--- src/hw/rtl/nsel_pkg.sv ---
// Shared types, constants and the prime table of the start nonce selector.
package nsel_pkg;

  localparam int unsigned DIV_W     = 10;  // divisor width of the shared divider
  localparam int unsigned DIV_RADIX = 4;   // quotient bits resolved per divider cycle
  localparam int unsigned DIV_STEPS = 64 / DIV_RADIX;

  localparam logic [10:0] GOLD_NUM       = 11'd1618;
  localparam logic [9:0]  GOLD_DEN       = 10'd1000;
  localparam logic [31:0] DIFF_THRESHOLD = 32'd6;

  localparam logic [1:0] STRAT_SEQ   = 2'd0;
  localparam logic [1:0] STRAT_PRIME = 2'd1;
  localparam logic [1:0] STRAT_GOLD  = 2'd2;
  localparam logic [1:0] STRAT_ADAPT = 2'd3;

  localparam logic CMD_REQUEST = 1'b0;
  localparam logic CMD_REPORT  = 1'b1;

  typedef struct packed {
    logic busy;
    logic done;
  } div_stat_t;

  // The first 25 primes, addressed from zero.
  function automatic logic [6:0] prime_at(input logic [4:0] idx);
    logic [6:0] p;
    case (idx)
      5'd0:    p = 7'd2;
      5'd1:    p = 7'd3;
      5'd2:    p = 7'd5;
      5'd3:    p = 7'd7;
      5'd4:    p = 7'd11;
      5'd5:    p = 7'd13;
      5'd6:    p = 7'd17;
      5'd7:    p = 7'd19;
      5'd8:    p = 7'd23;
      5'd9:    p = 7'd29;
      5'd10:   p = 7'd31;
      5'd11:   p = 7'd37;
      5'd12:   p = 7'd41;
      5'd13:   p = 7'd43;
      5'd14:   p = 7'd47;
      5'd15:   p = 7'd53;
      5'd16:   p = 7'd59;
      5'd17:   p = 7'd61;
      5'd18:   p = 7'd67;
      5'd19:   p = 7'd71;
      5'd20:   p = 7'd73;
      5'd21:   p = 7'd79;
      5'd22:   p = 7'd83;
      5'd23:   p = 7'd89;
      default: p = 7'd97;
    endcase
    return p;
  endfunction

endpackage

--- src/hw/rtl/nsel_div.sv ---
// Iterative radix-16 restoring divider: 64-bit dividend by a 10-bit divisor.
module nsel_div
  import nsel_pkg::*;
(
  input  logic             clk,
  input  logic             rst,
  input  logic             start,
  input  logic [63:0]      dividend,
  input  logic [DIV_W-1:0] divisor,
  output logic [63:0]      quotient,
  output div_stat_t        stat
);

  localparam int unsigned CntW = $clog2(DIV_STEPS);

  logic [63:0]      quo;
  logic [DIV_W-1:0] rem;
  logic [DIV_W-1:0] dsr;
  logic [CntW-1:0]  cnt;
  logic             busy;
  logic             done;
  logic [63:0]      quo_next;
  logic [DIV_W-1:0] rem_next;

  // Four dependent compare and subtract steps per cycle. The partial
  // remainder always stays below the divisor, so one extra bit suffices.
  always_comb begin
    logic [DIV_W:0] t;
    quo_next = quo;
    rem_next = rem;
    for (int k = 0; k < DIV_RADIX; k++) begin
      t        = {rem_next, quo_next[63]};
      quo_next = {quo_next[62:0], 1'b0};
      if (t >= {1'b0, dsr}) begin
        rem_next    = DIV_W'(t - {1'b0, dsr});
        quo_next[0] = 1'b1;
      end else begin
        rem_next = t[DIV_W-1:0];
      end
    end
  end

  always_ff @(posedge clk) begin
    if (rst) begin
      busy <= 1'b0;
      done <= 1'b0;
      cnt  <= '0;
    end else begin
      done <= 1'b0;
      if (start) begin
        busy <= 1'b1;
        cnt  <= '0;
      end else if (busy) begin
        cnt <= cnt + 1'b1;
        if (cnt == CntW'(DIV_STEPS - 1)) begin
          busy <= 1'b0;
          done <= 1'b1;
        end
      end
    end
  end

  always_ff @(posedge clk) begin
    if (start) begin
      quo <= dividend;
      rem <= '0;
      dsr <= divisor;
    end else if (busy) begin
      quo <= quo_next;
      rem <= rem_next;
    end
  end

  assign quotient  = quo;
  assign stat.busy = busy;
  assign stat.done = done;

endmodule

--- src/hw/rtl/mining_start_nonce_selector_unit.sv ---
// Top level of the start nonce selector: sequencer, shared multiplier and job state.
// A report word is taken and gives no result.
// A request goes straight to output in sequential mode, via two multiply states and a finish
// state under prime skew, plus the radix-16 divider under golden ratio, and via the multiply
// states and, given history, the divider when adaptive; one in flight, next taken back in idle.
// Reset is synchronous: strategy, job counter, history ring and output valid are cleared.
module mining_start_nonce_selector_unit
  import nsel_pkg::*;
#(
  parameter int HISTORY_DEPTH = 10,
  parameter int PRIME_COUNT   = 25
) (
  input  logic        clk,
  input  logic        rst,
  input  logic        cfg_valid,
  output logic        cfg_ready,
  input  logic [1:0]  cfg_data,
  input  logic        in_valid,
  output logic        in_ready,
  input  logic        command,
  input  logic [31:0] difficulty,
  input  logic [31:0] found_nonce,
  output logic        out_valid,
  input  logic        out_ready,
  output logic [31:0] start_nonce
);

  localparam int unsigned PosW  = (HISTORY_DEPTH > 1) ? $clog2(HISTORY_DEPTH) : 1;
  localparam int unsigned FillW = $clog2(HISTORY_DEPTH + 1);
  localparam int unsigned SumW  = 32 + FillW;
  localparam int unsigned IdxW  = (PRIME_COUNT > 1) ? $clog2(PRIME_COUNT) : 1;

  typedef enum logic [5:0] {
    S_IDLE = 6'b000001,
    S_MUL0 = 6'b000010,
    S_MUL1 = 6'b000100,
    S_FIN  = 6'b001000,
    S_DIV  = 6'b010000,
    S_OUT  = 6'b100000
  } state_t;

  state_t           state;
  state_t           state_next;
  logic [1:0]       strategy;
  logic [31:0]      job_count;
  logic [IdxW-1:0]  prime_idx;
  logic [31:0]      ring [HISTORY_DEPTH];
  logic [PosW-1:0]  ring_write_pos;
  logic [FillW-1:0] ring_fill;
  logic [SumW-1:0]  ring_sum;
  logic [31:0]      diff;
  logic [63:0]      prod;
  logic [63:0]      acc;
  logic [31:0]      res;
  logic [31:0]      res_next;

  logic [31:0]      mul_a;
  logic [31:0]      mul_b;
  logic [63:0]      mul_p;
  logic [31:0]      factor;
  logic             div_start;
  logic [63:0]      div_dividend;
  logic [DIV_W-1:0] div_divisor;
  logic [63:0]      div_quo;
  div_stat_t        div_stat;
  logic             in_fire;
  logic             out_load;

  assign cfg_ready = 1'b1;
  assign in_ready  = (state == S_IDLE);
  assign in_fire   = in_valid && in_ready;
  assign out_load  = (state == S_OUT) && (!out_valid || out_ready);
  assign factor    = (diff > DIFF_THRESHOLD) ? diff : 32'd1;

  // Operand selection for the one shared 32 by 32 multiplier.
  always_comb begin
    mul_a = job_count;
    mul_b = 32'(prime_at(5'(prime_idx)));
    case (state)
      S_MUL0: begin
        if (strategy == STRAT_GOLD) begin
          // Low half of job_count * (2^32 - 1) is the negated count.
          mul_a = 32'd0 - job_count;
          mul_b = 32'(GOLD_NUM);
        end
      end
      S_MUL1: begin
        if (strategy == STRAT_GOLD) begin
          mul_a = (job_count == 32'd0) ? 32'd0 : job_count - 32'd1;
          mul_b = 32'(GOLD_NUM);
        end else begin
          mul_a = prod[31:0];
          mul_b = factor;
        end
      end
      default: begin
        mul_a = job_count;
      end
    endcase
  end

  assign mul_p = mul_a * mul_b;

  assign div_start = ((state == S_MUL1) && (strategy == STRAT_ADAPT) && (ring_fill != '0))
                  || ((state == S_FIN) && (strategy == STRAT_GOLD));
  assign div_dividend = (strategy == STRAT_GOLD) ? acc + {prod[31:0], 32'd0} : 64'(ring_sum);
  assign div_divisor  = (strategy == STRAT_GOLD) ? GOLD_DEN : DIV_W'(ring_fill);

  nsel_div u_div (
    .clk      (clk),
    .rst      (rst),
    .start    (div_start),
    .dividend (div_dividend),
    .divisor  (div_divisor),
    .quotient (div_quo),
    .stat     (div_stat)
  );

  always_comb begin
    state_next = state;
    res_next   = res;
    case (state)
      S_IDLE: begin
        if (in_fire && command == CMD_REQUEST) begin
          if (strategy == STRAT_SEQ) begin
            res_next   = 32'd0;
            state_next = S_OUT;
          end else begin
            state_next = S_MUL0;
          end
        end
      end
      S_MUL0: state_next = S_MUL1;
      S_MUL1: begin
        if (strategy == STRAT_ADAPT) begin
          res_next   = prod[31:0];
          state_next = (ring_fill != '0) ? S_DIV : S_OUT;
        end else begin
          state_next = S_FIN;
        end
      end
      S_FIN: begin
        if (strategy == STRAT_GOLD) begin
          state_next = S_DIV;
        end else begin
          res_next   = prod[31:0];
          state_next = S_OUT;
        end
      end
      S_DIV: begin
        if (div_stat.done) begin
          if (strategy == STRAT_GOLD) begin
            res_next = div_quo[31:0];
          end else begin
            res_next = (div_quo[31:0] >> 8) + res;
          end
          state_next = S_OUT;
        end
      end
      S_OUT: begin
        if (out_load) begin
          state_next = S_IDLE;
        end
      end
      default: state_next = S_IDLE;
    endcase
  end

  always_ff @(posedge clk) begin
    if (rst) begin
      state     <= S_IDLE;
      out_valid <= 1'b0;
      job_count <= '0;
      prime_idx <= '0;
    end else begin
      state <= state_next;
      if (out_load) begin
        out_valid <= 1'b1;
        job_count <= job_count + 32'd1;
        // The residue restarts when the 32-bit counter wraps.
        if (job_count == 32'hFFFF_FFFF || prime_idx == IdxW'(PRIME_COUNT - 1)) begin
          prime_idx <= '0;
        end else begin
          prime_idx <= prime_idx + 1'b1;
        end
      end else if (out_ready) begin
        out_valid <= 1'b0;
      end
    end
  end

  // Strategy register and history ring. A running sum is kept alongside the
  // ring; entries not yet written are zero, so replacing one is a plain swap.
  always_ff @(posedge clk) begin
    if (rst) begin
      strategy       <= STRAT_SEQ;
      ring_write_pos <= '0;
      ring_fill      <= '0;
      ring_sum       <= '0;
      for (int i = 0; i < HISTORY_DEPTH; i++) begin
        ring[i] <= '0;
      end
    end else if (cfg_valid && cfg_ready) begin
      strategy <= cfg_data;
      if (cfg_data != STRAT_ADAPT) begin
        ring_write_pos <= '0;
        ring_fill      <= '0;
        ring_sum       <= '0;
        for (int i = 0; i < HISTORY_DEPTH; i++) begin
          ring[i] <= '0;
        end
      end
    end else if (in_fire && command == CMD_REPORT && strategy == STRAT_ADAPT) begin
      ring[ring_write_pos] <= found_nonce;
      ring_sum <= ring_sum - SumW'(ring[ring_write_pos]) + SumW'(found_nonce);
      if (ring_write_pos == PosW'(HISTORY_DEPTH - 1)) begin
        ring_write_pos <= '0;
      end else begin
        ring_write_pos <= ring_write_pos + 1'b1;
      end
      if (ring_fill != FillW'(HISTORY_DEPTH)) begin
        ring_fill <= ring_fill + 1'b1;
      end
    end
  end

  always_ff @(posedge clk) begin
    res <= res_next;
    if (in_fire) begin
      diff <= difficulty;
    end
    if (state == S_MUL0 || state == S_MUL1) begin
      prod <= mul_p;
    end
    if (state == S_MUL1) begin
      acc <= prod;
    end
    if (out_load) begin
      start_nonce <= res;
    end
  end

endmodule

--- config.mk ---
export PLATFORM = sky130hd
export DESIGN_NAME = mining_start_nonce_selector_unit
export DESIGN_NICKNAME = d
export VERILOG_FILES = /design/src/hw/rtl/nsel_pkg.sv /design/src/hw/rtl/nsel_div.sv /design/src/hw/rtl/mining_start_nonce_selector_unit.sv
export SDC_FILE = /design/constraint.sdc
export NUM_CORES = 2
export LEC_CHECK = 0
export BUFFER_PORTS_ARGS = -buffer_cell sky130_fd_sc_hd__buf_2
export CORE_MARGIN = 2
export CORE_UTILIZATION = 60
export CTS_CLUSTER_SIZE = 10
export DETAILED_ROUTE_END_ITERATION = 7
export PLACE_DENSITY_LB_ADDON = 0.1
export SLEW_MARGIN = 10
export SYNTH_ARGS = -nofsm -noshare
export SYNTH_HDL_FRONTEND = slang
export SYNTH_HIERARCHICAL = 1
export SYNTH_SLANG_ARGS = --single-unit
--- constraint.sdc ---
create_clock -name clk -period 16.8 [get_ports clk]
set_clock_uncertainty 0.05 [all_clocks]
set_input_delay 4.2 -clock clk [delete_from_list [all_inputs] [get_ports clk]]
set_output_delay 4.2 -clock clk [all_outputs]
set_load 0.01 [all_outputs]
==> flow_metrics.env <==
export IMPL_worst_skew_pair_late_latency_ns=0.78
export IMPL_worst_r2r_startpoint="state[3]"
export IMPL_viasPerCell=6.31
export IMPL_finalWirelength_um=245000
export IMPL_arr_time_crit_path_ns=12.62
export IMPL_worst_ep_required_time_ns=17.18
export IMPL_finalHoldViolCount=0
export IMPL_num_vias=58700
export IMPL_final_period_utilization_pct=72.9
export IMPL_grt_use_met1_pct=53.6
export IMPL_run_status="finished, final reports clean"
export IMPL_antenna_found_initial=14
export IMPL_htree_num_levels=3
export IMPL_postRouteAntennaNets=0
export IMPL_cts_tree="yes"
export IMPL_setup_violations_final=0
export IMPL_netlist_instances=7571
export IMPL_dp_hpwl_um=179000
export IMPL_fill_cells=10500
export IMPL_layout_cells_non_filler=9306
export IMPL_firstDrtPassIters=6
export IMPL_layout_commonest_cell="inv_1"
export IMPL_track_usage_pct=36.6
export IMPL_postCtsSetupBuffers=0
export IMPL_design_die_area_um2=135000
export IMPL_ir_worst_vdd_mv=0.445
export IMPL_synth_cell_area_um2=79500
export IMPL_worstHoldPathCells=0
export IMPL_timing_reg2reg_setup_slack_ns=4.56
export IMPL_path_max_fanout=49
export IMPL_syn_num_nets=8988
export IMPL_fmax_mhz=81.7
export IMPL_worst_r2r_cell_count=30
export IMPL_area_overhead_of_the_layout_relative_to_synthesis_pct=7.05
export IMPL_count_of_routing_violations_after_the_opening_detailed_route_iteration=7859
export IMPL_clock_sinks=927
export IMPL_power_net_switching_mw=2.79
export IMPL_worstSetupStartpointType="flop"
export IMPL_worstSetupEndpointType="flop"
export IMPL_timing_max_transition_violations_final=0
export IMPL_internal_power_mw=5.18
export IMPL_path_clk_slew_ns=0.06
export IMPL_layout_common_cells="inv_1 (1159), fa_1 (934), edfxtp_1 (810)"
export IMPL_area_of_combinational_cells_with_multiple_inputs_um2=47000
export IMPL_drive_gt1_share_pct=9.69
export IMPL_final_seq_area_um2=26700
export IMPL_power_density_nw_per_um2=93.7
export IMPL_cts_resized_gates=0
export IMPL_drcViolationCount=0
export IMPL_place_detailed_instances=9117
export IMPL_cts_inserted_buffers=106
export IMPL_min_delay_worst_endpoint="acc[51]"
export IMPL_critical_path_max_stage_delay_ns=1.04
export IMPL_worst_path_most_repeated_cell="fa_1"
export IMPL_initial_utilization_pct=60.4
export IMPL_num_nets_final=8887
export IMPL_drt_wirelength_per_cell_um=26.3
export IMPL_top_usage_layer="met1"
export IMPL_synth_warnings=6
export IMPL_power_leakage_nw=35.5
export IMPL_hold_path_startpoint="prod[51]"
export IMPL_swShare_pct=35.0
export IMPL_globalplace_congestion=0.998
export IMPL_tightest_slew_ns=1.33
export IMPL_cts_root_to_sink_buffers=3
export IMPL_hold_path_class="flop to flop"
export IMPL_timing_setup_tns_ns=0
export IMPL_layout_min_cycle_time_ns=12.24
export IMPL_met3_usage_pct=10.8
export IMPL_setup_repair_after_global_routing_missed_its_margin="false"
export IMPL_seqPwrFrac_pct=34.4
export IMPL_via_count_of_the_first_global_routing_pass=58000
export IMPL_grt_pass1_wl_um=368000
export IMPL_port_buffer_count=105
export IMPL_grtUsageMet2_pct=51.5
export IMPL_max_slew_margin_pct=11.2
export IMPL_r2r_end="prod[61]"
export IMPL_syn_avg_cell_area_um2=10.5
export IMPL_p_comb_share_pct=38.6
export IMPL_max_cap_viol_count=0
export IMPL_dieWidth_um=368
export IMPL_power_share_clock_pct=26.9
export IMPL_coreArea_um2=131000
export IMPL_cp_max_stage_cell="nand2_1"
export IMPL_cts_hold_repair_buffers=0
export IMPL_grt_overflow=0
export IMPL_count_of_pins_on_the_block_boundary=107
export IMPL_setup_worst_path_class="flop to flop"
export IMPL_die_y_um=368
export IMPL_rows=133
export IMPL_cts_root_buf="clkbuf_16"
export IMPL_grt_max_degree=94
-- area by class of cell --
type,count,area share (%)
Timing Repair Buffer,253,1.94
Tap cell,1755,2.58
Clock inverter,12,0.282
Multi-Input combinational cell,5016,55.2
Inverter,1166,5.15
Clock buffer,171,3.44
Antenna cell,6,0.0176
Sequential cell,927,31.4
-- worst max-delay path, delay by kind of cell (launching register included) --
kind | cells | cell delay, ns
XOR/XNOR | 1 | 0.10
AO/OA/AOI/OAI | 5 | 1.39
AND/OR/NAND/NOR | 10 | 5.15
adder cells (fa/ha/maj) | 9 | 4.39
flip-flops | 1 | 0.35
buffers and inverters | 5 | 0.43
-- worst max-delay path by stage --
stage	from	to	slack, ns	cells past startpoint
floorplan	state[3]	prod[59]	5.14	33
global placement	state[3]	prod[59]	5.09	29
detailed placement	state[3]	prod[61]	4.84	30
CTS	state[3]	prod[61]	4.78	30
global route	state[3]	prod[61]	4.04	38
finish	state[3]	prod[61]	4.56	30
-- stage by stage --
step	worst slack [ns]	hold slack [ns]	total power [mW]	area, um^2	util [%]
6_report	4.56	0.299	7.97	85100	64.7
5_1_grt	4.04	0.291	8.37	85100	64.7
4_1_cts	4.78	0.293	7.95	85100	64.7
3_5_place_dp	4.84	0.356	5.80	81900	62.3
3_3_place_gp	5.09	0.354	5.75	81900	62.3
2_1_floorplan	5.14	0.350	5.12	79500	-
-- state kept, by name (all words and copies together) (netlist names), 32 cells and up, named ones only --
register	count
prod	64
diff	32
ring_sum	36
start_nonce	32
ring	512
acc	64
res	32
job_count	32
u_div/quotient	64
-- layer usage --
metal | vias up | share of wire (%) | wire, um
met5 | - | 0.035 | 86
met4 | 14 | 4.7 | 11500
met3 | 670 | 13 | 32600
met2 | 3666 | 42 | 103000
met1 | 29400 | 40 | 98100
li1 | 25000 | - | -
-- power by group through the flow --
stage	Combinational, mW	Clock (mW)	Sequential, mW
2_1_floorplan	2.38	0	2.74
3_3_place_gp	2.96	0	2.78
3_5_place_dp	3.01	0	2.79
4_1_cts	3.04	2.17	2.74
5_1_grt	3.36	2.26	2.75
6_report	3.08	2.15	2.75
No activity file was read; power rests on OpenSTA's default activity.
